[config.mk]
export PLATFORM = sky130hd
export DESIGN_NAME = apbf_mod_unit
export DESIGN_NICKNAME = d
export VERILOG_FILES = /design/src/rtl/apbf_pkg.sv /design/src/rtl/apbf_mod_unit.sv
export SDC_FILE = /design/constraint.sdc
export NUM_CORES = 1
export LEC_CHECK = 0
export BUFFER_PORTS_ARGS = -buffer_cell sky130_fd_sc_hd__buf_2
export CORE_ASPECT_RATIO = 0.75
export CORE_MARGIN = 2
export CORE_UTILIZATION = 50
export CTS_CLUSTER_SIZE = 24
export DETAILED_ROUTE_END_ITERATION = 16
export PLACE_DENSITY = 0.72
export SETUP_SLACK_MARGIN = 0.15
export SLEW_MARGIN = 0
export SYNTH_ARGS = -nofsm -noshare
export SYNTH_HDL_FRONTEND = slang
export SYNTH_SLANG_ARGS = --single-unit
[constraint.sdc]
create_clock -name clk -period 11.05 [get_ports clk]
set_clock_uncertainty 0.1 [all_clocks]
set_input_delay 1.105 -clock clk [delete_from_list [all_inputs] [get_ports clk]]
set_output_delay 1.105 -clock clk [all_outputs]
set_load 0.05 [all_outputs]
[src/rtl/apbf_pkg.sv]
`timescale 1ns / 1ps
// apbf_pkg: constants, types and codes shared by the age-partitioned bloom filter
// no dependencies
package apbf_pkg;

  localparam int MAX_HASH_N       = 16;
  localparam int MAX_BATCHES_N    = 16;
  localparam int MAX_SLICE_BITS_N = 4096;

  localparam int NSLOTS    = MAX_HASH_N + MAX_BATCHES_N;
  localparam int WORDS     = (MAX_SLICE_BITS_N + 63) / 64;
  localparam int SLOT_W    = $clog2(NSLOTS);
  localparam int WORD_W    = $clog2(WORDS);
  localparam int ADDR_W    = SLOT_W + WORD_W;
  localparam int MEM_DEPTH = NSLOTS * WORDS;
  localparam int POS_W     = WORD_W + 6;
  localparam int HIDX_W    = $clog2(MAX_HASH_N);

  localparam int CFG_IDX_W  = 2;
  localparam int CFG_DATA_W = 32;

  localparam int MOD_DIGITS = 4;
  localparam int MOD_STEPS  = 64 / MOD_DIGITS;

  localparam int WALK_LIMIT = 4 * NSLOTS * MAX_HASH_N + 16;
  localparam int STEP_W     = $clog2(WALK_LIMIT + 1);

  localparam logic [4:0]  MAX_HASH       = 5'(MAX_HASH_N);
  localparam logic [4:0]  MAX_BATCHES    = 5'(MAX_BATCHES_N);
  localparam logic [12:0] MAX_SLICE_BITS = 13'(MAX_SLICE_BITS_N);

  typedef enum logic [CFG_IDX_W-1:0] {
    REG_NUM_HASH    = 2'd0,
    REG_NUM_BATCHES = 2'd1,
    REG_SLICE_BITS  = 2'd2,
    REG_GEN_SIZE    = 2'd3
  } cfg_reg_t;

  typedef enum logic [10:0] {
    S_CLEAR = 11'b00000000001,
    S_IDLE  = 11'b00000000010,
    S_RET   = 11'b00000000100,
    S_SLOT  = 11'b00000001000,
    S_HASH  = 11'b00000010000,
    S_WAIT  = 11'b00000100000,
    S_RD    = 11'b00001000000,
    S_WR    = 11'b00010000000,
    S_QTEST = 11'b00100000000,
    S_QCHK  = 11'b01000000000,
    S_DONE  = 11'b10000000000
  } state_t;

  typedef struct packed {
    logic        start;
    logic [63:0] dividend;
  } mod_req_t;

  typedef struct packed {
    logic             done;
    logic [POS_W-1:0] rem;
  } mod_rsp_t;

endpackage

[src/rtl/apbf_mod_unit.sv]
`timescale 1ns / 1ps
// apbf_mod_unit: iterative remainder of a 64-bit value by the slice size
// depends on apbf_pkg
module apbf_mod_unit (
  input  logic              clk,
  input  logic              rst,
  input  apbf_pkg::mod_req_t req,
  input  logic [12:0]       modulus,
  output apbf_pkg::mod_rsp_t rsp
);
  import apbf_pkg::*;

  logic                         busy;
  logic [$clog2(MOD_STEPS)-1:0] cnt;
  logic [63:0]                  x;
  logic [POS_W-1:0]             r;
  logic                         done;
  logic [12:0]                  rr;
  logic [12:0]                  t;

  // restoring remainder, a few dividend bits per cycle
  always_comb begin
    rr = {1'b0, r};
    t  = '0;
    for (int d = 0; d < MOD_DIGITS; d++) begin
      t  = {rr[POS_W-1:0], x[63-d]};
      rr = (t >= modulus) ? t - modulus : t;
    end
  end

  always_ff @(posedge clk) begin
    if (rst) begin
      busy <= 1'b0;
      done <= 1'b0;
      cnt  <= '0;
    end else begin
      done <= 1'b0;
      if (req.start) begin
        busy <= 1'b1;
        cnt  <= '0;
        x    <= req.dividend;
        r    <= '0;
      end else if (busy) begin
        x   <= x << MOD_DIGITS;
        r   <= rr[POS_W-1:0];
        cnt <= cnt + 1'b1;
        if (cnt == ($clog2(MOD_STEPS))'(MOD_STEPS - 1)) begin
          busy <= 1'b0;
          done <= 1'b1;
        end
      end
    end
  end

  assign rsp.done = done;
  assign rsp.rem  = r;

  a_done_after_busy: assert property (@(posedge clk) disable iff (rst)
    done |-> $past(busy)) else $error("remainder done without a running division");

endmodule

Word level (Yosys, flattened, before mapping)
Index checks and enable logic that the tools add are counted.
Storage, ports and cells
  bits in writable memories: 0
  bits in read-only memories: 0
  bits in registers: 82
  word-level logic and storage cells: 32
  input bits: 80
  output and inout port bits: 13
  memories kept: 0
  latch bits: 0
Cells by class
  reduce and logical (&&, ||, !) cells: 4
  multipliers: 0
  mux-type cells: 11
  equality and inequality tests: 1
  divide/modulo/power cells: 0
  add/subtract/negate cells: 5
  order comparisons: 4
  bitwise logic cells: 2
  shifts and indexed selects: 0
Operators with widths (number)
  two-way mux 64 bit: 2
  two-way mux 12 bit: 5
  >= comparator 13 bit: 4
  subtractor 12 bit: 4
  adder 4 x 1 -> 4 bit, second input constant: 1
  == test 4 bit, second input constant: 1
  two-way mux 1 bit: 4
  OR reduction 3 bit: 1
  NOT 1 bit: 2
  AND reduction 2 bit: 1
  nonzero test 2 bit: 1
  OR reduction 2 bit: 1

Depth between registers and ports, before layout
  depth after elaboration: 9
  gate-level depth with buffers: 39
  gate-level depth less buffers: 33

Least setup slack after synthesis
Ideal clock, no wire load.
  kind: input to register
  start: input modulus[0]
  end: register r[11], data pin
  data required time: 10.787 ns
  path buffers: 6
  stages: 36
  library setup time: 0.163 ns
  slack: 2.277 ns
  data arrival time: 8.511 ns
  cell sequence: ha_1 -> inv_1 -> fa_1 -> a21oi_1 -> o211ai_1 -> o41ai_1 -> o21ai_0 -> xor2_1 -> mux2_2 -> ha_1 -> a21o_1 -> a211o_1 -> or3_4 -> and2_1 -> buf_6 -> buf_6 -> mux2i_1 -> inv_1 -> ha_1 -> clkbuf_1 -> and4_1 -> a31o_1 -> nor4_1 -> a21oi_1 -> and2_1 -> buf_2 -> buf_1 -> o21ai_1 -> ha_1 -> or4_1 -> o22ai_2 -> a211oi_1 -> a221o_1 -> buf_2 -> or4_1 -> o221ai_1
Between the ends
  cells in the longest elaborated chain, start to end: 9
  elaborated cells between the ends (all ways): 13
  classes of those cells: add/sub (4); order compare (4); mux (5)
Ends and longest elaborated chain
  start: declaration: line apbf_mod_unit.sv:8  | input logic [12:0] modulus,
  subtractor 12 bit / >= comparator 13 bit (equally long branches): line apbf_mod_unit.sv:27  | rr = (t >= modulus) ? t - modulus : t;
  two-way mux 12 bit: line apbf_mod_unit.sv:27
  subtractor 12 bit / >= comparator 13 bit (equally long branches): line apbf_mod_unit.sv:27
  two-way mux 12 bit: line apbf_mod_unit.sv:27
  subtractor 12 bit / >= comparator 13 bit (equally long branches): line apbf_mod_unit.sv:27
  two-way mux 12 bit: line apbf_mod_unit.sv:27
  subtractor 12 bit / >= comparator 13 bit (equally long branches): line apbf_mod_unit.sv:27
  two-way mux 12 bit (*): line apbf_mod_unit.sv:27
  two-way mux 12 bit (*): line apbf_mod_unit.sv:43  | end else if (busy) begin
  end signal: assignment: line apbf_mod_unit.sv:45  | r <= rr[POS_W-1:0];
  end: declaration: line apbf_mod_unit.sv:16  | logic [POS_W-1:0] r;
Every way passes the cells marked *; elsewhere a longest branch is shown, timed or not. The select of a mux whose other input is x is not followed.
A chain may end at the register's enable or synchronous reset.

Worst setup path after layout
  start: input modulus[0]
  end: register r[5], data pin
The elaborated chain is that of the path after synthesis.

==> flow_summary_export.csv <==
group,metric,value,unit
critical_path,rrSetupSlack,1.32,ns
global_routing,grt_start_max_net_pins,81,
timing,tightest_slew,0.9894,ns
timing,rsz0062_at_grt,"no",
critical_path,reg2reg_depth,31,
synthesis,yosysWarnings,0,
floorplanning,die_y,101.6,um
layout,syn_to_final_growth,14.67,%
synthesis,ys_ff_latch,82,
outcome,status,"finished, final reports clean",
critical_path,end_kind,"flip-flop",
floorplanning,num_io_pins,93,
floorplanning,coreArea,12350,um2
synthesis,ys_types,65,
synthesis,synth_area_leaders,"edfxtp_1 36%, mux2_2 12%, ha_1 10%, a21oi_1 2.8%, xnor2_1 2.6%",
critical_path,max_stage_delay,0.66,ns
synthesis,synthCells,604,
synthesis,syn_nets,741,
cts,worstSkewPairLatency,0.34,ns
synthesis,synth_top_area_share,0.3592,
critical_path,crit_arrival,10.23,ns
synthesis,async_flop_share,0,
timing,max_freq,98.26,MHz
floorplanning,initial_core_util,0.5145,
cts,cts_tree,"done",
critical_path,critPathKind,"in2reg",
synthesis,synth_seq_area_share,0.3781,
cts,hold_buffers,0,
detailed_routing,routed-via-count,5182,
global_routing,antenna_found_initial,1,
layout,multi_input_area,3737,um2
layout,final_nets,828,
critical_path,cp_common_cell,"ha_1",
synthesis,syn_avg_cell_area,10.52,um2
detailed_routing,wire_per_inst,18.21,um
synthesis,synth_commonest_cells,"76 x edfxtp_1, 70 x mux2_2, 53 x ha_1",
critical_path,startpoint_type,"input pin",
detailed_routing,vias_per_cell,6.012,
place,portBuffers,92,
critical_path,timing.rr.start,"x[63]$_DFFE_PP_",
layout,fillers,1029,
global_routing,grt_pass1_vias,5049,
critical_path,rr_endpoint,"r[5]$_SDFFCE_PP0P_",
synthesis,synth_edf_count,76,
timing,layout_worst_path_cycle_share,0.9210,
cts,numCtsBuffers,9,
cts,cts.path.max_buffers,2,
critical_path,path_depth,31,
global_routing,track_usage,0.2322,
layout,antenna_cells,0,
critical_path,crit_path_end,"r[5]$_SDFFCE_PP0P_",
detailed_routing,finalWirelength,15690,um
global_routing,grt_first_pass_wirelength,24940,um
timing,period_needed,10.18,ns
timing,finalSetupViolCount,0,
critical_path,worst-path-max-fanout,22,
global_routing,grt-ovfl-total,0,
floorplanning,dieWidth,134.2,um
detailed_routing,drt_pass1_iterations,5,
critical_path,cp_slowest_cell,"and2_1",
detailed_routing,drc,0,
timing,fin_hold_ws,0.3918,ns
detailed_routing,drt-initial-drc-count,408,
synthesis,netlist_area,6354,um2
timing,tns,0,ns
place,dp_hpwl,12030,um
place,gp_congestion,0.8956,
timing,slew_viol_final,0,
job,maxCapViolations,0,
synthesis,synth_most_common_cell,"edfxtp_1",
cts,cts_sinks,82,
hold_path,hold_path_class,"reg2reg",
cts,htreeDepth,3,
layout,layout-drive-gt1-share,0.2759,
cts,ctsResizeCount,0,
timing,hold_viol_final,0,
critical_path,critical_path.startpoint,"modulus[0]",
floorplanning,dieArea,13630,um2
layout,seq_area,2402,um2
critical_path,critPathBufInv,3,
synthesis,ys.flop_type,"edfxtp_1",
critical_path,cp_top_family,"compound AO/OA/AOI/OAI gates",
cts,post_cts_buffers,0,
cts,clk_pin_slew_worst_paths,0.06,ns
critical_path,worstPathRequired,11.10,ns
detailed_routing,ant_nets,0,
synthesis,yosysTopAreaCell,"edfxtp_1",
floorplanning,rows,35,
timing,max-slew-margin-rel,0.3404,
cts,cts-root-buf,"clkbuf_16",
tightest hold or removal path, stage by stage (launching register included):
cell	delay, ns
dfxtp_1	0.32
nand2_1	0.08
nor3_1	0.04
area by class of cell:
cell class                      count  share of cell area
Clock inverter                      7             0.01460
Sequential cell                    82              0.3297
Tap cell                          166             0.02851
Timing Repair Buffer               94             0.06526
Inverter                           35             0.01803
Clock buffer                        9             0.03091
Multi-Input combinational cell    469              0.5130
worst min-delay path by stage:
| stage | start | slack [ns] | to | cells after the start |
|---|---|---|---|---|
| after floorplan | cnt[3]$_SDFFE_PP0P_ | 0.35 | done$_SDFF_PP0_ | 2 |
| after global placement | cnt[3]$_SDFFE_PP0P_ | 0.37 | done$_SDFF_PP0_ | 2 |
| after detailed placement | cnt[3]$_SDFFE_PP0P_ | 0.38 | done$_SDFF_PP0_ | 2 |
| after CTS | cnt[3]$_SDFFE_PP0P_ | 0.39 | done$_SDFF_PP0_ | 2 |
| after global routing | cnt[3]$_SDFFE_PP0P_ | 0.41 | done$_SDFF_PP0_ | 2 |
| final | cnt[3]$_SDFFE_PP0P_ | 0.39 | done$_SDFF_PP0_ | 2 |
flip-flops by register name (all words and copies together) (netlist names):
register,flops
busy,1
cnt,4
done,1
r,12
x,64
per-layer routing:
layer,vias to the layer above,global-route usage,wire [um]
li1,2468,-,-
met1,2483,0.3254,7321
met2,205,0.3611,6970
met3,26,0.04705,1117
met4,0,0.08016,284
met5,-,0,0
metrics by stage:
step / std cells / area, um2 / util / setup slack [ns]
global placement: 846 / 6954 / 0.5631 / 1.017
floorplan: 604 / 6354 / - / 2.277
CTS: 862 / 7286 / 0.5900 / 1.063
detailed placement: 846 / 6954 / 0.5631 / 0.7079
global route: 862 / 7286 / 0.5900 / 0.3258
finish: 862 / 7286 / 0.5900 / 0.8725
layout by cell type, fill, tap and decap left out, types with 4 or more instances in the layout:
cell type / instances
a31oi_1: 5
dfxtp_1: 6
a21oi_1: 35
inv_1: 34
clkbuf_16: 9
fa_1: 4
o31a_1: 5
xor2_1: 15
o21a_1: 9
and3_1: 7
nand4_1: 8
buf_2: 92
edfxtp_1: 76
nor2b_1: 11
o21ai_0: 11
nor2_1: 30
o221ai_1: 6
a211oi_1: 6
ha_1: 53
mux2i_1: 8
and2_1: 9
nand3_1: 22
mux2_2: 70
nor3_1: 21
and4_1: 4
xnor2_1: 19
o31ai_1: 4
o21ai_1: 11
nand2_1: 32
a21o_1: 9
logic make-up after synthesis:
kind of cell,share of synthesized area
compound gates,0.1424
xor+xnor,0.04687
fa+ha+maj,0.1170
buf+inv,0.03485
flops,0.3781
mux,0.1467
simple gates,0.1341
Power is left out: the tool's default activity adds up to more than one toggle a clock period on the data nets, which glitch-free logic cannot reach.
